[config.mk]
export PLATFORM = sky130hd
export DESIGN_NAME = rc_throttle_motor_drive_top
export DESIGN_NICKNAME = d
export VERILOG_FILES = /design/src/rtl/rctmd_pkg.sv /design/src/rtl/rctmd_cfg.sv /design/src/rtl/rctmd_battery.sv /design/src/rtl/rctmd_drive.sv /design/src/rtl/rc_throttle_motor_drive_top.sv
export SDC_FILE = /design/constraint.sdc
export NUM_CORES = 1
export LEC_CHECK = 0
export BUFFER_PORTS_ARGS = -buffer_cell sky130_fd_sc_hd__buf_2
export CORE_MARGIN = 4
export CORE_UTILIZATION = 55
export CTS_BUF_LIST = sky130_fd_sc_hd__clkbuf_8 sky130_fd_sc_hd__clkbuf_16
export DETAILED_ROUTE_END_ITERATION = 12
export HOLD_SLACK_MARGIN = 0.15
export PLACE_DENSITY_LB_ADDON = 0.12
export SLEW_MARGIN = 20
export SYNTH_ARGS = -nofsm -noshare
export SYNTH_HDL_FRONTEND = slang
export SYNTH_SLANG_ARGS = --single-unit
[constraint.sdc]
create_clock -name clk -period 15.1 [get_ports clk]
set_clock_uncertainty 0.2 [all_clocks]
set_input_delay 3.02 -clock clk [delete_from_list [all_inputs] [get_ports clk]]
set_output_delay 3.02 -clock clk [all_outputs]
set_load 0.01 [all_outputs]
[src/rtl/rctmd_pkg.sv]
package rctmd_pkg;

  localparam int unsigned SAMPLE_W   = 10;
  localparam int unsigned WIDTH_W    = 13;
  localparam int unsigned PWM_W      = 15;
  localparam int unsigned BSUM_W     = 14;
  localparam int unsigned BLINK_W    = 6;
  localparam int unsigned CFG_DW     = 32;
  localparam int unsigned CFG_AW     = 5;
  localparam int unsigned REG_IDX_W  = 3;

  typedef logic [REG_IDX_W-1:0] reg_idx_t;

  localparam reg_idx_t REG_THROTTLE_CENTER   = 3'd0;
  localparam reg_idx_t REG_DRIVE_DEADBAND    = 3'd1;
  localparam reg_idx_t REG_PWM_LIMIT         = 3'd2;
  localparam reg_idx_t REG_LIGHT_ON_WIDTH    = 3'd3;
  localparam reg_idx_t REG_LIGHT_VALID_WIDTH = 3'd4;
  localparam reg_idx_t REG_BATTERY_HIGH_SUM  = 3'd5;
  localparam reg_idx_t REG_BATTERY_OK_SUM    = 3'd6;
  localparam reg_idx_t REG_BATTERY_LOW_SUM   = 3'd7;

  localparam logic [WIDTH_W-1:0] RST_THROTTLE_CENTER   = 13'd1500;
  localparam logic [PWM_W-1:0]   RST_DRIVE_DEADBAND    = 15'd4200;
  localparam logic [PWM_W-1:0]   RST_PWM_LIMIT         = 15'd12000;
  localparam logic [WIDTH_W-1:0] RST_LIGHT_ON_WIDTH    = 13'd1300;
  localparam logic [WIDTH_W-1:0] RST_LIGHT_VALID_WIDTH = 13'd800;
  localparam logic [BSUM_W-1:0]  RST_BATTERY_HIGH_SUM  = 14'd4498;
  localparam logic [BSUM_W-1:0]  RST_BATTERY_OK_SUM    = 14'd4037;
  localparam logic [BSUM_W-1:0]  RST_BATTERY_LOW_SUM   = 14'd3748;

  typedef struct packed {
    logic [SAMPLE_W-1:0] battery_sample;
    logic [WIDTH_W-1:0]  throttle_width;
    logic [WIDTH_W-1:0]  light_width;
  } in_t;

  typedef struct packed {
    logic [PWM_W-1:0] pwm_on_time;
    logic             drive_forward;
    logic             drive_reverse;
    logic             lamp_on;
    logic             green_indicator;
    logic             red_indicator;
    logic             supply_low_flag;
  } out_t;

  typedef struct packed {
    logic [WIDTH_W-1:0] throttle_center;
    logic [PWM_W-1:0]   drive_deadband;
    logic [PWM_W-1:0]   pwm_limit;
    logic [WIDTH_W-1:0] light_on_width;
    logic [WIDTH_W-1:0] light_valid_width;
    logic [BSUM_W-1:0]  battery_high_sum;
    logic [BSUM_W-1:0]  battery_ok_sum;
    logic [BSUM_W-1:0]  battery_low_sum;
  } cfg_t;

  typedef struct packed {
    logic green;
    logic red;
    logic supply_low;
  } bat_stat_t;

  typedef struct packed {
    logic [PWM_W-1:0] pwm;
    logic             fwd;
    logic             rev;
    logic             lights;
  } drv_res_t;

endpackage

[src/rtl/rctmd_cfg.sv]
module rctmd_cfg
  import rctmd_pkg::*;
(
  input  logic              clk,
  input  logic              rst_n,
  input  logic              psel,
  input  logic              penable,
  input  logic              pwrite,
  input  logic [CFG_AW-1:0] paddr,
  input  logic [CFG_DW-1:0] pwdata,
  output logic [CFG_DW-1:0] prdata,
  output logic              pready,
  output cfg_t              cfg
);

  cfg_t     cfg_r;
  cfg_t     cfg_nxt;
  reg_idx_t idx;
  logic     wr_en;

  assign pready = 1'b1;
  assign idx    = paddr[CFG_AW-1:2];
  assign wr_en  = psel & penable & pwrite;
  assign cfg    = cfg_r;

  always_comb begin
    cfg_nxt = cfg_r;
    if (wr_en) begin
      unique case (idx)
        REG_THROTTLE_CENTER:   cfg_nxt.throttle_center   = pwdata[WIDTH_W-1:0];
        REG_DRIVE_DEADBAND:    cfg_nxt.drive_deadband    = pwdata[PWM_W-1:0];
        REG_PWM_LIMIT:         cfg_nxt.pwm_limit         = pwdata[PWM_W-1:0];
        REG_LIGHT_ON_WIDTH:    cfg_nxt.light_on_width    = pwdata[WIDTH_W-1:0];
        REG_LIGHT_VALID_WIDTH: cfg_nxt.light_valid_width = pwdata[WIDTH_W-1:0];
        REG_BATTERY_HIGH_SUM:  cfg_nxt.battery_high_sum  = pwdata[BSUM_W-1:0];
        REG_BATTERY_OK_SUM:    cfg_nxt.battery_ok_sum    = pwdata[BSUM_W-1:0];
        REG_BATTERY_LOW_SUM:   cfg_nxt.battery_low_sum   = pwdata[BSUM_W-1:0];
      endcase
    end
  end

  always_comb begin
    unique case (idx)
      REG_THROTTLE_CENTER:   prdata = CFG_DW'(cfg_r.throttle_center);
      REG_DRIVE_DEADBAND:    prdata = CFG_DW'(cfg_r.drive_deadband);
      REG_PWM_LIMIT:         prdata = CFG_DW'(cfg_r.pwm_limit);
      REG_LIGHT_ON_WIDTH:    prdata = CFG_DW'(cfg_r.light_on_width);
      REG_LIGHT_VALID_WIDTH: prdata = CFG_DW'(cfg_r.light_valid_width);
      REG_BATTERY_HIGH_SUM:  prdata = CFG_DW'(cfg_r.battery_high_sum);
      REG_BATTERY_OK_SUM:    prdata = CFG_DW'(cfg_r.battery_ok_sum);
      REG_BATTERY_LOW_SUM:   prdata = CFG_DW'(cfg_r.battery_low_sum);
    endcase
  end

  always_ff @(posedge clk) begin
    if (!rst_n) begin
      cfg_r.throttle_center   <= RST_THROTTLE_CENTER;
      cfg_r.drive_deadband    <= RST_DRIVE_DEADBAND;
      cfg_r.pwm_limit         <= RST_PWM_LIMIT;
      cfg_r.light_on_width    <= RST_LIGHT_ON_WIDTH;
      cfg_r.light_valid_width <= RST_LIGHT_VALID_WIDTH;
      cfg_r.battery_high_sum  <= RST_BATTERY_HIGH_SUM;
      cfg_r.battery_ok_sum    <= RST_BATTERY_OK_SUM;
      cfg_r.battery_low_sum   <= RST_BATTERY_LOW_SUM;
    end else begin
      cfg_r <= cfg_nxt;
    end
  end

endmodule

[src/rtl/rctmd_battery.sv]
module rctmd_battery
  import rctmd_pkg::*;
#(
  parameter int unsigned SAMPLES_PER_CHECK = 8
) (
  input  logic                clk,
  input  logic                rst_n,
  input  logic                fire,
  input  logic [SAMPLE_W-1:0] sample,
  input  cfg_t                cfg,
  output bat_stat_t           stat
);

  localparam int unsigned CNT_W = $clog2(SAMPLES_PER_CHECK + 1);

  logic [BSUM_W-1:0] sum_r;
  logic [BSUM_W-1:0] sum_nxt;
  logic [BSUM_W-1:0] sum_add;
  logic [CNT_W-1:0]  cnt_r;
  logic [CNT_W-1:0]  cnt_nxt;
  logic [CNT_W-1:0]  cnt_inc;
  bat_stat_t         stat_r;
  bat_stat_t         stat_nxt;

  assign sum_add = sum_r + BSUM_W'(sample);
  assign cnt_inc = cnt_r + 1'b1;

  always_comb begin
    sum_nxt  = sum_add;
    cnt_nxt  = cnt_inc;
    stat_nxt = stat_r;
    // A full group is classified with the highest band checked first.
    if (cnt_inc == CNT_W'(SAMPLES_PER_CHECK)) begin
      sum_nxt = '0;
      cnt_nxt = '0;
      priority if (sum_add > cfg.battery_high_sum) begin
        stat_nxt.green      = ~stat_r.green;
        stat_nxt.red        = 1'b0;
        stat_nxt.supply_low = 1'b0;
      end else if (sum_add > cfg.battery_ok_sum) begin
        stat_nxt.green      = 1'b1;
        stat_nxt.red        = 1'b0;
        stat_nxt.supply_low = 1'b0;
      end else if (sum_add > cfg.battery_low_sum) begin
        stat_nxt.green = 1'b0;
        stat_nxt.red   = 1'b1;
      end else begin
        stat_nxt.green      = 1'b0;
        stat_nxt.red        = ~stat_r.red;
        stat_nxt.supply_low = 1'b1;
      end
    end
  end

  // The updated status applies to the frame that caused it.
  assign stat = stat_nxt;

  always_ff @(posedge clk) begin
    if (!rst_n) begin
      sum_r  <= '0;
      cnt_r  <= '0;
      stat_r <= '0;
    end else if (fire) begin
      sum_r  <= sum_nxt;
      cnt_r  <= cnt_nxt;
      stat_r <= stat_nxt;
    end
  end

endmodule

[src/rtl/rctmd_drive.sv]
module rctmd_drive
  import rctmd_pkg::*;
#(
  parameter int unsigned GAIN_SHIFT = 5
) (
  input  logic               clk,
  input  logic               rst_n,
  input  logic               fire,
  input  logic [WIDTH_W-1:0] throttle_width,
  input  logic [WIDTH_W-1:0] light_width,
  input  logic               supply_low,
  input  cfg_t               cfg,
  output drv_res_t           res
);

  localparam int unsigned SHIFT_W = WIDTH_W + GAIN_SHIFT;
  localparam int unsigned MAG_W   = (SHIFT_W > PWM_W) ? SHIFT_W : PWM_W;

  logic [PWM_W-1:0]   held_r;
  logic [PWM_W-1:0]   held_nxt;
  logic [BLINK_W-1:0] blink_r;
  logic [BLINK_W-1:0] blink_nxt;
  logic               ahead;
  logic               active;
  logic [WIDTH_W-1:0] diff;
  logic [MAG_W-1:0]   mag;
  logic [MAG_W-1:0]   lim;
  logic [PWM_W-1:0]   pwm_sat;
  logic               light_ok;

  assign ahead  = throttle_width > cfg.throttle_center;
  assign diff   = ahead ? (throttle_width - cfg.throttle_center)
                        : (cfg.throttle_center - throttle_width);
  assign mag    = MAG_W'(diff) << GAIN_SHIFT;
  assign lim    = MAG_W'(cfg.pwm_limit);
  assign pwm_sat = (mag > lim) ? cfg.pwm_limit : mag[PWM_W-1:0];
  assign active = (throttle_width != '0) && !supply_low;
  assign held_nxt = active ? pwm_sat : held_r;

  assign light_ok  = light_width > cfg.light_valid_width;
  assign blink_nxt = light_ok ? blink_r : (blink_r + 1'b1);

  always_comb begin
    res.pwm    = held_nxt;
    res.fwd    = active && (pwm_sat > cfg.drive_deadband) && ahead;
    res.rev    = active && (pwm_sat > cfg.drive_deadband) && !ahead;
    // An invalid light channel blinks once per counter wrap.
    res.lights = light_ok ? (light_width > cfg.light_on_width) : (blink_nxt == '0);
  end

  always_ff @(posedge clk) begin
    if (!rst_n) begin
      held_r  <= '0;
      blink_r <= '0;
    end else if (fire) begin
      held_r  <= held_nxt;
      blink_r <= blink_nxt;
    end
  end

endmodule

[src/rtl/rc_throttle_motor_drive_top.sv]
// RC throttle motor drive.
// Input channel (in_valid, in_stall, in_data): one radio-control frame per
// transfer, holding a battery sample and the throttle and light pulse widths.
// Result channel (out_valid, out_stall, out_data): exactly one result per
// frame, in frame order: PWM on-time, drive direction, lights and the battery
// indicator and low-supply state after that frame.
// Configuration: an APB-style write/read port, eight registers at byte
// addresses 0, 4, ... 28; write them only while no frame is in flight.
// A frame's result moves from the input register into the result register
// when that one is free. Throughput: one frame per cycle while out_stall is low,
// set by the single pass of compare and shift logic between the two registers.
// When the receiver stalls, the result register holds and the input register
// still takes one more frame if it is empty; only then does in_stall rise.
// Reset (rst_n low, synchronous) empties both registers, loads the register
// defaults and clears the battery, blink and held PWM state.
module rc_throttle_motor_drive_top
  import rctmd_pkg::*;
#(
  parameter int unsigned SAMPLES_PER_CHECK = 8,
  parameter int unsigned GAIN_SHIFT        = 5
) (
  input  logic              clk,
  input  logic              rst_n,
  input  logic              in_valid,
  output logic              in_stall,
  input  in_t               in_data,
  output logic              out_valid,
  input  logic              out_stall,
  output out_t              out_data,
  input  logic              psel,
  input  logic              penable,
  input  logic              pwrite,
  input  logic [CFG_AW-1:0] paddr,
  input  logic [CFG_DW-1:0] pwdata,
  output logic [CFG_DW-1:0] prdata,
  output logic              pready
);

  cfg_t      cfg;
  bat_stat_t bat;
  drv_res_t  drv;

  logic s1_valid_r;
  logic s1_valid_nxt;
  in_t  s1_data_r;
  logic out_valid_r;
  logic out_valid_nxt;
  out_t out_data_r;
  logic out_adv;
  logic fire;
  logic in_take;

  assign out_adv  = !out_valid_r || !out_stall;
  assign fire     = s1_valid_r && out_adv;
  assign in_stall = s1_valid_r && !out_adv;
  assign in_take  = in_valid && !in_stall;

  always_comb begin
    s1_valid_nxt = s1_valid_r;
    if (in_take) begin
      s1_valid_nxt = 1'b1;
    end else if (fire) begin
      s1_valid_nxt = 1'b0;
    end
    out_valid_nxt = out_valid_r;
    if (fire) begin
      out_valid_nxt = 1'b1;
    end else if (!out_stall) begin
      out_valid_nxt = 1'b0;
    end
  end

  always_ff @(posedge clk) begin
    if (!rst_n) begin
      s1_valid_r  <= 1'b0;
      out_valid_r <= 1'b0;
    end else begin
      s1_valid_r  <= s1_valid_nxt;
      out_valid_r <= out_valid_nxt;
    end
  end

  always_ff @(posedge clk) begin
    if (in_take) begin
      s1_data_r <= in_data;
    end
    if (fire) begin
      out_data_r.pwm_on_time     <= drv.pwm;
      out_data_r.drive_forward   <= drv.fwd;
      out_data_r.drive_reverse   <= drv.rev;
      out_data_r.lamp_on         <= drv.lights;
      out_data_r.green_indicator <= bat.green;
      out_data_r.red_indicator   <= bat.red;
      out_data_r.supply_low_flag <= bat.supply_low;
    end
  end

  assign out_valid = out_valid_r;
  assign out_data  = out_data_r;

  rctmd_cfg u_cfg (
    .clk     (clk),
    .rst_n   (rst_n),
    .psel    (psel),
    .penable (penable),
    .pwrite  (pwrite),
    .paddr   (paddr),
    .pwdata  (pwdata),
    .prdata  (prdata),
    .pready  (pready),
    .cfg     (cfg)
  );

  rctmd_battery #(
    .SAMPLES_PER_CHECK (SAMPLES_PER_CHECK)
  ) u_battery (
    .clk    (clk),
    .rst_n  (rst_n),
    .fire   (fire),
    .sample (s1_data_r.battery_sample),
    .cfg    (cfg),
    .stat   (bat)
  );

  rctmd_drive #(
    .GAIN_SHIFT (GAIN_SHIFT)
  ) u_drive (
    .clk            (clk),
    .rst_n          (rst_n),
    .fire           (fire),
    .throttle_width (s1_data_r.throttle_width),
    .light_width    (s1_data_r.light_width),
    .supply_low     (bat.supply_low),
    .cfg            (cfg),
    .res            (drv)
  );

endmodule

==> results.txt, run 1 <==
The maximum frequency from static timing analysis came out at 0.111 GHz. The commonest register cell after synthesis is sky130_fd_sc_hd__dfxtp_1. The residual DRC count came out at 0. The data arrival time of the critical path came out at 5750 ps. The utilization after layout came out at 63.1%.

The final layout net count is 1805. The fraction of final layout cells with drive strength greater than 1 came out at 11.9%. The initial DRC count is 968. The total of flip-flops plus latches after synthesis is 212. The portion of the post-synthesis area used by sequential elements is 37.0%. The remaining global-route overflow is 0. The met2 layer usage reported by global route is 45.0%. The number of vias after detailed routing came out at 11300. The die outline area came out at 0.0262 mm^2.

The number of max-slew violations in the final report is 0. The post-synthesis average cell area is 8.45 um^2. The run finished with clean final reports. The met3 capacity usage during global routing came out at 4.29%. The global-route wire length before repair is 57.9 mm. The worst vdd rail ir drop is 0.0000842 V. Dividing the final minimum period by the clock period gives 59.4%. For this design, the CTS-stage hold fixing added 0 buffers. Setup repair after global routing left no endpoint under its margin. The cell leakage power is 6.11 nW. Buffers placed on the I/O ports in this run total 98. The total of warnings raised by yosys came out at 0.

CTS built an H-tree with a depth of 1. The routed wire length came out at 36.5 mm. The fraction of registers with async set/reset came out at 0%. The clock passes through at most 3 buffers. The least setup slack across all paths after layout is 6130 ps. The cell row count is 55. The I/O pin count came out at 136. The total global-route track usage is between 20 and 30%. The global routing met1 resource utilization came out at a little under two fifths. The transition time at the pin with the least slew margin is just over 1000 ps. TritonCTS created 24 clock buffers. The number of sinks driven by the clock tree is 212. The layout-stage area growth over the synthesis result came out at 11.2%. The highest fanout seen on the critical path came out at 39. The count of endpoints failing setup in the final report is 0. The die is around 160 um wide. By area the synthesized netlist is led by sky130_fd_sc_hd__dfxtp_1 (24%), sky130_fd_sc_hd__edfxtp_1 (13%), sky130_fd_sc_hd__ha_1 (13%), sky130_fd_sc_hd__nand2_1 (7.5%), sky130_fd_sc_hd__a21oi_1 (5.9%).

In the post-synthesis netlist, the cell with the most instances is sky130_fd_sc_hd__nand2_1. The routed via count divided by cell count came out at 5.88. At the later pin of the worst-skew pair, clock insertion delay measures between 500 and 600 ps. The cell count after synthesis came out at approximately 1500. The wire length per cell came out at 19.0 um. Max-cap violations in this run came to 0. STA classifies the critical path startpoint as an input port. The HPWL reported at the end of detailed placement is 27.2 mm. The worst setup slack after placement came out at around 6200 ps. The CTS tree is done. The minimum clock period after layout came out at 8970 ps.

The number of different library cells in the post-synthesis netlist is 76. Summed over all failing endpoints, the final setup total negative slack is 0 ps. The total of cells resized after clock tree synthesis came out at 0. The final antenna-violating net count is 0.

CTS placed an instance of sky130_fd_sc_hd__clkbuf_16 at the clock tree root. The data required time of the worst path is 11880 ps. The congestion estimate from routability-driven global placement came to 0.917. The number of enable flip-flop cells after synthesis is 57.

After clock tree synthesis, the clock-pin slew on the worst setup and hold paths is 60 ps. The number of global-route vias before repair came to 10600. The vertical die dimension is 162 um. The worst setup path is of the in2out kind. Entering global routing, the biggest net connects 99 pins. In this run the cell area of the synthesized design comes to 0.0130 mm^2. After floorplanning, the core was sized to cover 0.0229 mm^2. The final hold violation count is 0. The most crowded layer after global routing is met2. The power density normalized to cell area is between 90 and 100 mW/mm^2.

The first TritonRoute pass finished after 6 iterations. The synthesized design spends more area on one cell type than any other, namely sky130_fd_sc_hd__dfxtp_1. The initial antenna violation count is 2. The number of post-CTS setup repair buffers is 0. STA classifies the critical path endpoint as a primary output. For this configuration, the core starts out at a cell density of 56.7%.

The top cell type's share of synthesized area came out at between 20% and 30%. In the synthesized netlist, the cells that appear most often are sky130_fd_sc_hd__nand2_1 (261), sky130_fd_sc_hd__dfxtp_1 (155), sky130_fd_sc_hd__a21oi_1 (153), sky130_fd_sc_hd__inv_1 (136), sky130_fd_sc_hd__ha_1 (131). In this run the worst hold path is classified as reg2reg. The worst relative slew slack is between 30 and 40%.
==> sequential cells by signal (all words and copies together) (netlist names) <==
name and flops:
s1_valid_r 1, u_drive.blink_r 6, out_data 21, out_valid 1, u_drive.held_r 15, u_cfg.cfg 111
u_battery.sum_r 14, u_battery.stat_r 3, u_battery.cnt_r 4, s1_data_r 36
==> per-stage QoR <==
| stage | total power [W] | cell area [um^2] | hold WS (ps) | cells |
|---|---|---|---|---|
| 3_5_place_dp | 0.000829 | 13600 | 246 | 1876 |
| 3_3_place_gp | 0.000824 | 13600 | 242 | 1876 |
| 4_1_cts | 0.00142 | 14400 | 254 | 1920 |
| 5_1_grt | 0.00148 | 14500 | 289 | 1923 |
| 2_1_floorplan | 0.000773 | 13100 | 236 | 1554 |
| 6_report | 0.00142 | 14500 | 253 | 1923 |
==> report_power, final <==
group / internal (W) / leakage [nW] / switching, W
sequential: 0.000601 / 1.79 / 0.0000102
clock: 0.000362 / 0.431 / 0.000234
combinational: 0.0000800 / 3.89 / 0.000131
total: 0.00104 / 6.11 / 0.000376
==> critical path: stages <==
cell and delay (ps):
sky130_fd_sc_hd__buf_2 580, sky130_fd_sc_hd__clkinv_1 530, sky130_fd_sc_hd__nor2_1 620, sky130_fd_sc_hd__a221oi_1 260, sky130_fd_sc_hd__o221a_2 370, sky130_fd_sc_hd__a21oi_1 190, sky130_fd_sc_hd__buf_2 170
==> final cells by class <==
type | instances | area [um^2]
diodes | 1 | 2.50
well taps | 313 | 392
inverters | 140 | 526
clock buffers | 32 | 744
fillers | 2040 | 8460
repair buffers | 114 | 643
flip-flops and latches | 212 | 4810
multi-input cells | 1099 | 7240
clock inverters | 12 | 87.6
==> layer usage <==
layer	up-vias	share of wire, %
met4	2	3.7
met2	394	46
met3	91	7.2
met5	-	0.030
li1	5503	-
met1	5315	43
==> cell usage in the layout, fill, tap and decap left out, types with 19 or more instances in the layout <==
cell type / instances
sky130_fd_sc_hd__inv_1: 142
sky130_fd_sc_hd__o21ai_0: 55
sky130_fd_sc_hd__edfxtp_1: 57
sky130_fd_sc_hd__clkbuf_16: 27
sky130_fd_sc_hd__o21a_1: 19
sky130_fd_sc_hd__a21oi_1: 153
sky130_fd_sc_hd__buf_2: 98
sky130_fd_sc_hd__nor3_1: 21
sky130_fd_sc_hd__nand3_1: 40
sky130_fd_sc_hd__dfxtp_1: 155
sky130_fd_sc_hd__ha_1: 131
sky130_fd_sc_hd__nand4_1: 28
sky130_fd_sc_hd__nor2_1: 71
sky130_fd_sc_hd__mux2i_1: 21
sky130_fd_sc_hd__a21o_1: 20
sky130_fd_sc_hd__o211ai_1: 52
sky130_fd_sc_hd__nand2_1: 261
==> worst paths after layout <==
kind,to,depth (start not counted),startpoint,slack [ps]
setup / recovery,prdata[5],7,paddr[2],6130
hold / removal,u_cfg.cfg[92],2,u_cfg.cfg[92],250
setup reg to reg,out_data[4],28,u_cfg.cfg[108],7710
hold reg to reg,u_cfg.cfg[92],2,u_cfg.cfg[92],250
==> kinds of logic (layout without fill, tap and decap cells) <==
logic type	Yosys count	after routing	synth area share, %
xor gates and xnor gates	25	25	1.68
DFF	212	212	37.0
adders and majority gates	134	134	13.1
and+or+nand+nor	484	484	16.5
muxes	39	39	3.98
buffers and inverters	243	298	7.88
AOI/OAI and AO/OA	399	399	19.7
other	2	19	0.0578
Power figures use the tool's default switching activity.
==> run 2, diff against run 1 <==
--- a/config.mk
+++ b/config.mk
@@ -7,7 +7,7 @@
 export LEC_CHECK = 0
 export BUFFER_PORTS_ARGS = -buffer_cell sky130_fd_sc_hd__buf_2
 export CORE_MARGIN = 4
-export CORE_UTILIZATION = 55
+export CORE_UTILIZATION = 54
 export CTS_BUF_LIST = sky130_fd_sc_hd__clkbuf_8 sky130_fd_sc_hd__clkbuf_16
 export DETAILED_ROUTE_END_ITERATION = 12
 export HOLD_SLACK_MARGIN = 0.15
==> constraint.sdc (replaced) <==
create_clock -name clk -period 7.5 [get_ports clk]
set_clock_uncertainty 0.2 [all_clocks]
set_input_delay 1.5 -clock clk [delete_from_list [all_inputs] [get_ports clk]]
set_output_delay 1.5 -clock clk [all_outputs]
set_load 0.01 [all_outputs]
==> results.txt, run 2 (same netlist as run 1, synthesis figures left out) <==
The flow ran to the end, and the final reports show no timing, DRC or antenna violations. The final antenna-violating net count came out at 0 (unchanged). The path type of the worst setup path is reg2reg. The number of buffers on the longest clock path is 3 (unchanged). The final layout net count came to 1808 (+0.17%). The final estimated routing congestion in global placement is 0.916 (about the same).

The setup slack on the worst flop-to-flop path is 520 ps (-7190 ps). The vertical die dimension came out at 163 um (+0.87%). The kind of end point of the critical path is a flop. The startpoint identified for the worst register-to-register timing path is s1_data_r[23]. The number of sinks driven by the clock tree is 212 (unchanged).

The final hold violation count came to 0 (unchanged). The maximum frequency from static timing analysis is roughly 0.14 GHz. The library cell appearing most often on the critical path is sky130_fd_sc_hd__a21oi_1. The final standard cell count with taps included and fillers excluded came out at 1930 (+0.36%). The worst vdd rail ir drop is 0.000167 V (+98%). The sum of negative setup slack came out at 0 ps (unchanged). The total core area is 0.0235 mm^2 (+2.7%).

The CTS buffer count is 24 (unchanged). The x dimension of the die came out at 163 um (+0.87%). The number of global-route vias before repair came to 10500 (-0.96%).

The die outline area came out at 0.0266 mm^2 (+1.8%). The cell row count is 56 (+1.8%). The number of max-slew violations in the final report came out at 0 (unchanged). The global-route wire length before repair came out at 58.0 mm (+0.21%). The critical path's slowest cell is sky130_fd_sc_hd__or4_4. The number of post-CTS setup repair buffers is 0 (unchanged). The count of endpoints failing setup in the final report is 0 (unchanged). The data required time of the worst path was 7560 ps (-4320 ps). The area taken by flip-flops and latches came out at 0.00481 mm^2 (unchanged). The register clock-pin slew on the reported worst setup and hold paths came out at 60 ps (about the same). The CTS tree is done. The cell sitting at the root of the clock tree is a sky130_fd_sc_hd__clkbuf_16. The logic depth of the worst register-to-register path came out at 28 (unchanged). The port buffer count was 98 (unchanged).

The area of all placed cells without fillers came to 0.0144 mm^2 (-0.13%). The I/O pin count was 136 (unchanged). The data arrival time of the critical path is 7040 ps (+1290 ps). The initial DRC count is 978 (+1.0%). The reported max-cap violation count came out at 0 (unchanged). The worst relative slew slack is 27.5% (-4.8 points). The top cell types in the final layout, fill and taps aside, are sky130_fd_sc_hd__nand2_1 (261), sky130_fd_sc_hd__dfxtp_1 (155), sky130_fd_sc_hd__a21oi_1 (153), sky130_fd_sc_hd__inv_1 (140), sky130_fd_sc_hd__ha_1 (128). The power density normalized to cell area came out at 194 mW/mm^2 (+98%).

The number of inserted filler cells in the final layout came out at 2115 (+3.7%). The routed design could run at a clock period as short as 6980 ps. The initial core utilization came to 55.2% (-1.5 points). The instance count after placement with tap cells included came out at 1887 (+0.59%). The flip-flop count of the largest register after layout is 111 (unchanged).

The routed wire length came to 37.3 mm (+2.1%). The number of vias after detailed routing came out at 11200 (-0.70%). After layout, the worst path uses 93.1% of the clock period.

Leaving out fill and tap cells, the most frequent cell in the layout is sky130_fd_sc_hd__nand2_1. The highest fanout seen on the critical path came out at 25 (-36%). The number of diodes was 0 (-1). The largest net degree at the start of global routing came out at 94 (-5.1%).

The startpoint identified for the worst hold timing path is u_cfg.cfg[92]. The initial antenna violation count is 0 (-2). The cell leakage power is 6.09 nW (-0.36%). The area taken by multi-input logic gates was 0.00729 mm^2 (+0.67%). The HPWL reported at the end of detailed placement came out at 27.7 mm (+1.9%). The post-cts hold buffer count came to 0 (unchanged). The fraction of final layout cells with drive strength greater than 1 is 12.3% (+0.36 points).

The residual DRC count came out at 0 (unchanged). The nature of the critical path startpoint is a flop. The transition time at the pin with the least slew margin came out at 1090 ps (+80.0 ps).

The delay of the slowest cell on the worst path is 570 ps (-50 ps). The cell count of the worst hold path is 2 (unchanged). The instance area after placement is 0.0136 mm^2 (+0.33%). The area growth from synthesis to layout is 11.0%.

For hold timing, the worst endpoint is u_cfg.cfg[92]. The worst hold path belongs to the class reg2reg. The routed via count divided by cell count came out at 5.82 (-1.1%). The maximum level of the CTS H-tree is 1 (unchanged).

The total global-route track usage came to 27.5% (about the same). The clock insertion delay at the later pin of the skew report came out at 520 ps (about the same). The post-route total power is 0.00281 W (+98%). The first-pass detailed-route iteration total is 6 (unchanged). The worst register-to-register path ends at out_data[4]. The remaining global-route overflow is 0 (unchanged). The wire length per cell is 19.3 um (+1.7%).
## run 2: report_power, final
group | switching (W) | total [W] | internal, W
Combinational | 0.000269 | 0.000431 | 0.000162
Sequential | 0.0000204 | 0.00123 | 0.00121
Clock | 0.000479 | 0.00115 | 0.000667
## run 2: critical path: cells and delay by family (launching register included)
kind	cells	cell delay [ps]
buffers and inverters	2	300
DFF	1	430
AOI/OAI and AO/OA	14	2910
adders and majority gates	3	1090
and+or+nand+nor	9	1780
## run 2: cell type report
cell class,instances,share of cell area (%)
repair buffers,117,4.39
clock inverters,16,0.728
multi-input cells,1099,50.5
flip-flops and latches,212,33.4
clock buffers,27,4.60
inverters,140,3.64
well taps,319,2.77
## run 2: how the worst max path moves through the flow
stage / start / endpoint / slack [ps] / cells after the start
2_1_floorplan: s1_data_r[22] / out_data[4] / 1250 / 29
3_3_place_gp: s1_data_r[23] / out_data[4] / 520 / 27
5_1_grt: s1_data_r[23] / out_data[4] / -30 / 28
4_1_cts: s1_data_r[23] / out_data[4] / 390 / 27
6_report: s1_data_r[23] / out_data[4] / 520 / 28
3_5_place_dp: s1_data_r[23] / out_data[4] / 430 / 28
## run 2: routing by layer
metal | global-route usage, % | share of wire (%) | vias up
met2 | 45.4 | 47 | 412
met4 | 8.08 | 3.0 | 0
met1 | 38.1 | 43 | 5243
li1 | - | - | 5506
met5 | 0 | 0 | -
met3 | 3.38 | 7.6 | 65
## run 2: what timing repair did
action | CTS | global route
setup endpoints to repair | 0 | 2
resized for setup | 0 | 7
endpoints found under the hold margin | 0 | 0
## run 2: metrics by stage
stage	worst slack [ps]	utilization (%)	hold WS, ps
after floorplan	1250	-	236
after global placement	523	57.8	242
after detailed placement	431	57.8	246
after CTS	390	61.1	254
after global routing	-30.4	61.3	266
final	519	61.3	256
==> run 3, diff against run 2 <==
--- a/config.mk
+++ b/config.mk
@@ -7,7 +7,7 @@
 export LEC_CHECK = 0
 export BUFFER_PORTS_ARGS = -buffer_cell sky130_fd_sc_hd__buf_2
 export CORE_MARGIN = 4
-export CORE_UTILIZATION = 54
+export CORE_UTILIZATION = 55
 export CTS_BUF_LIST = sky130_fd_sc_hd__clkbuf_8 sky130_fd_sc_hd__clkbuf_16
 export DETAILED_ROUTE_END_ITERATION = 12
 export HOLD_SLACK_MARGIN = 0.15
@@ -15,4 +15,5 @@
 export SLEW_MARGIN = 20
 export SYNTH_ARGS = -nofsm -noshare
 export SYNTH_HDL_FRONTEND = slang
+export SYNTH_HIERARCHICAL = 1
 export SYNTH_SLANG_ARGS = --single-unit
==> results.txt, run 3 <==
The routed via count divided by cell count is 5.78 (-0.55%). The fraction of power consumed by combinational cells came out at 15.9% (+0.5 points). The initial core utilization is 56.3% (+1.1 points).

The post-synthesis share of cell area spent on xor and xnor gates is 1.59% (-0.096 points). The number of max-slew violations in the final report came out at 0 (unchanged). The count of endpoints failing setup in the final report was 0 (unchanged). Among all cell types in the netlist, the one instantiated most often is sky130_fd_sc_hd__nand2_1. The final standard cell count with taps included and fillers excluded came out at 2003 (+3.8%).

The CTS buffer count came out at 25 (+4.2%). The period utilization came to 91.5% (-1.5 points). Leaving out fill and tap cells, the most frequent cells in the layout are sky130_fd_sc_hd__nand2_1 (266), sky130_fd_sc_hd__inv_1 (165), sky130_fd_sc_hd__dfxtp_1 (155), sky130_fd_sc_hd__ha_1 (130), sky130_fd_sc_hd__buf_2 (97).

The switching power is 0.000785 W (+2.2%). The total of cells resized after clock tree synthesis came to 0 (unchanged). The critical path's slowest cell is sky130_fd_sc_hd__ha_1. STA classifies the critical path endpoint as a flop. The signal on the critical path passes through inv_1 -> ha_1 -> nand4_2 -> nor4_2 -> o32a_2 -> a21boi_0 -> or3b_2 -> xor2_1 -> ha_1 -> a21oi_1 -> a21oi_1 -> o21ai_0 -> a21oi_1 -> nor4_1 -> a21o_4 -> mux2_2 -> ha_1 -> and4_1 -> a21oi_1 -> nand2_1 -> a2111oi_0 -> a2111oi_0 -> buf_4 -> and2_1. The clock insertion delay at the later pin of the skew report came out at 540 ps (+20 ps).

The maximum frequency from static timing analysis came out at 0.146 GHz (+1.7%). The routed wire length was 38.0 mm (+1.9%). The post-cts hold buffer count came to 0 (unchanged). The post-synthesis average cell area came out at 8.49 um^2 (+0.47%). The number of buffers on the longest clock path was 3 (unchanged). In this design, the largest share of critical-path delay is due to simple AND/OR/NAND/NOR gates.

Yosys attributes the largest share of cell area to sky130_fd_sc_hd__dfxtp_1 (23%), sky130_fd_sc_hd__edfxtp_1 (12%), sky130_fd_sc_hd__ha_1 (12%), sky130_fd_sc_hd__nand2_1 (7.2%), sky130_fd_sc_hd__inv_1 (4.3%). The reg-to-reg startpoint is u_cfg/cfg[108]. The root buffer cell chosen for the clock tree is sky130_fd_sc_hd__clkbuf_16. The port buffer count is 98 (unchanged). The initial DRC count came out at 1070 (+9.4%). The instance count after placement with tap cells included came out at 1956 (+3.7%).

The gate count after technology mapping was 1623 (+5.5%). The first-pass detailed-route iteration total is 5 (-1). The vertical die dimension came to 166 um (+1.9%). The maximum level of the CTS H-tree came out at 1 (unchanged). The total of warnings raised by yosys is 6 (+6).

The run finished with clean final reports. The sum of negative setup slack is 0 ps (unchanged). The commonest cells after synthesis are sky130_fd_sc_hd__nand2_1 (266), sky130_fd_sc_hd__inv_1 (157), sky130_fd_sc_hd__dfxtp_1 (155), sky130_fd_sc_hd__ha_1 (130), sky130_fd_sc_hd__nand3_1 (85). The worst hold path belongs to the class reg2reg. The sequential group share of total power came out at 43.7% (about the same). sky130_fd_sc_hd__dfxtp_1 takes more of the synthesized area than any other cell.

The final estimated routing congestion in global placement is 0.912 (-0.44%). The die outline area is 0.0277 mm^2 (+3.9%). The switching fraction of total power came out at 27.8% (+0.45 points). The register clock-pin slew on the reported worst setup and hold paths is 50 ps (about the same). The number of different library cells in the post-synthesis netlist came out at 89 (+17%).

The fraction of registers with async set/reset is 0% (unchanged). The largest net degree at the start of global routing is 91 (-3.2%). The internal power is 0.00204 W (-0.12%). The cell row count is 57 (+1.8%). The initial antenna violation count came out at 0 (unchanged). In this design, the critical path's most frequently occurring cell is sky130_fd_sc_hd__a21oi_1. The cell leakage power came out at 6.65 nW (+9.2%).

The I/O pin count is 136 (unchanged). The number of sinks driven by the clock tree came to 212 (unchanged). The portion of the post-synthesis area used by sequential elements came out at 34.9% (-2.1 points). The residual DRC count came out at 0 (unchanged). The highest fanout seen on the critical path is 15 (-40%). The total global-route track usage came out at 26.4% (-1.1 points).

The final antenna-violating net count is 0 (unchanged). TritonCTS built the clock tree. The critical hold path startpoint is u_battery/sum_r[3]. The remaining global-route overflow is 0 (unchanged). The wire length per cell is 19.0 um (-1.8%). The worst vdd rail ir drop was 0.000148 V (-11%). The delay of the slowest cell on the worst path came out at 570 ps (about the same). Setup repair after global routing left no endpoint under its margin. The layout-stage area growth over the synthesis result is 8.82%. The flip-flop count of the largest register after layout is 111 (unchanged). The worst relative slew slack is 31.8% (+4.3 points). The reported max-cap violation count is 0 (unchanged). In the synthesized netlist the dominant register cell turns out to be sky130_fd_sc_hd__dfxtp_1.

The fraction of final layout cells with drive strength greater than 1 came to 12.4% (+0.098 points). The first element of the critical path is u_cfg/cfg[108]. The x dimension of the die is 166 um (+1.9%). The minimum clock period after layout is 6870 ps (-115 ps). The library cell used most frequently in the layout, excluding fill and tap cells, is sky130_fd_sc_hd__nand2_1. The number of post-CTS setup repair buffers was 0 (unchanged). The HPWL reported at the end of detailed placement is 27.8 mm (+0.40%). The synthesized area came out at 0.0138 mm^2 (+6.0%). The number of diodes is 0 (unchanged). The simple-gate share of the synthesized area came out at 19.2% (+2.7 points).

The main combinational cell family by area after synthesis is simple AND/OR/NAND/NOR gates. The final hold violation count is 0 (unchanged). The global-route wire length before repair was 59.9 mm (+3.3%). The power density normalized to cell area is 188 mW/mm^2 (-3.3%). The adder-cell share of the synthesized area came out at 12.2% (-0.83 points). The fraction of the mapped netlist area in compound gates is 18.3% (-1.4 points).

The top cell type's share of synthesized area is 22.5% (-1.4 points). The number of vias after detailed routing is 11600 (+3.2%). The data required time of the worst path came out at 7580 ps (+20 ps). The buffering stage count on the worst path with inverters included is 2 (unchanged). The final layout net count came out at 1873 (+3.6%). The worst setup path is launched from a flop. The number of enable flip-flop cells after synthesis was 57 (unchanged). The fraction of synthesized area in multiplexers came out at 4.56% (+0.57 points). The share of total power in the clock network came out at 40.5% (-0.3 points).

The setup path with the least slack is of type reg2reg. The number of global-route vias before repair was 11100 (+5.5%). The total core area was 0.0245 mm^2 (+3.9%).

The transition time at the pin with the least slew margin is 1020 ps (-68.9 ps). The total of flip-flops plus latches after synthesis came out at 212 (unchanged). The data arrival time of the critical path is 6940 ps (-100 ps).
-- run 3: changes by cell type after synthesis, moves of 11 or more --
cell | before | now
sky130_fd_sc_hd__inv_1 | 136 | 157
sky130_fd_sc_hd__nand3_1 | 40 | 85
sky130_fd_sc_hd__a21boi_0 | 4 | 46
sky130_fd_sc_hd__a21boi_1 | 1 | 28
sky130_fd_sc_hd__nor3_1 | 23 | 12
sky130_fd_sc_hd__clkbuf_2 | 13 | 0
sky130_fd_sc_hd__a21oi_1 | 153 | 82
sky130_fd_sc_hd__buf_2 | 11 | 36
sky130_fd_sc_hd__o211ai_1 | 52 | 11
-- run 3: cells by family (layout without fill, tap and decap cells) --
kind of cell,Yosys count,count (layout)
buffers and inverters,275,315
flip-flops,212,212
XOR/XNOR,25,25
AO/OA/AOI/OAI,364,364
AND/OR/NAND/NOR,558,558
multiplexers,54,54
adder cells (fa/ha/maj),133,133
other,2,18
-- run 3: worst min-delay path, cell delays in order (launching register included) --
cell,delay (ps)
sky130_fd_sc_hd__dfxtp_1,310
sky130_fd_sc_hd__nand2_1,50
sky130_fd_sc_hd__a21oi_1,50
-- run 3: path summary, 6_finish.rpt --
check / cells past startpoint / endpoint / slack, ps
setup / recovery: 24 / out_data[5] / 630
hold / removal: 2 / u_battery/sum_r[3] / 260
setup reg to reg: 24 / out_data[5] / 630
hold reg to reg: 2 / u_battery/sum_r[3] / 260
-- run 3: per-stage QoR --
stage,util (%),power (W),setup slack (ps),hold WS [ps],instance area [um^2]
CTS,61.2,0.00284,571,264,15000
global route,61.3,0.00294,35.6,285,15000
global placement,58.0,0.00169,629,245,14200
finish,61.3,0.00282,634,264,15000
detailed placement,58.0,0.00170,586,257,14200
floorplan,-,0.00158,1710,235,13800
-- run 3: layout make-up --
| type | instances | area, um^2 |
|---|---|---|
| fill | 2199 | 9470 |
| multi-input combinational | 1152 | 7810 |
| sequential | 212 | 4810 |
| clock buffer | 30 | 694 |
| inverter | 159 | 597 |
| timing repair buffer | 110 | 596 |
| tap | 324 | 405 |
| clock inverter | 16 | 77.6 |
-- run 3: per-layer routing --
layer	global-route usage, %	share of wire, %	vias up
met5	0	0	-
met4	8.61	3.1	0
met3	3.50	6.6	66
met2	43.7	46	376
met1	36.0	44	5411
li1	-	-	5734
-- run 3: power groups by stage --
stage	registers, W	logic [W]	clock network [W]
after global routing	0.00124	0.000496	0.00121
final	0.00123	0.000447	0.00114
after floorplan	0.00125	0.000325	0
after detailed placement	0.00126	0.000439	0
after CTS	0.00123	0.000442	0.00116
after global placement	0.00126	0.000431	0
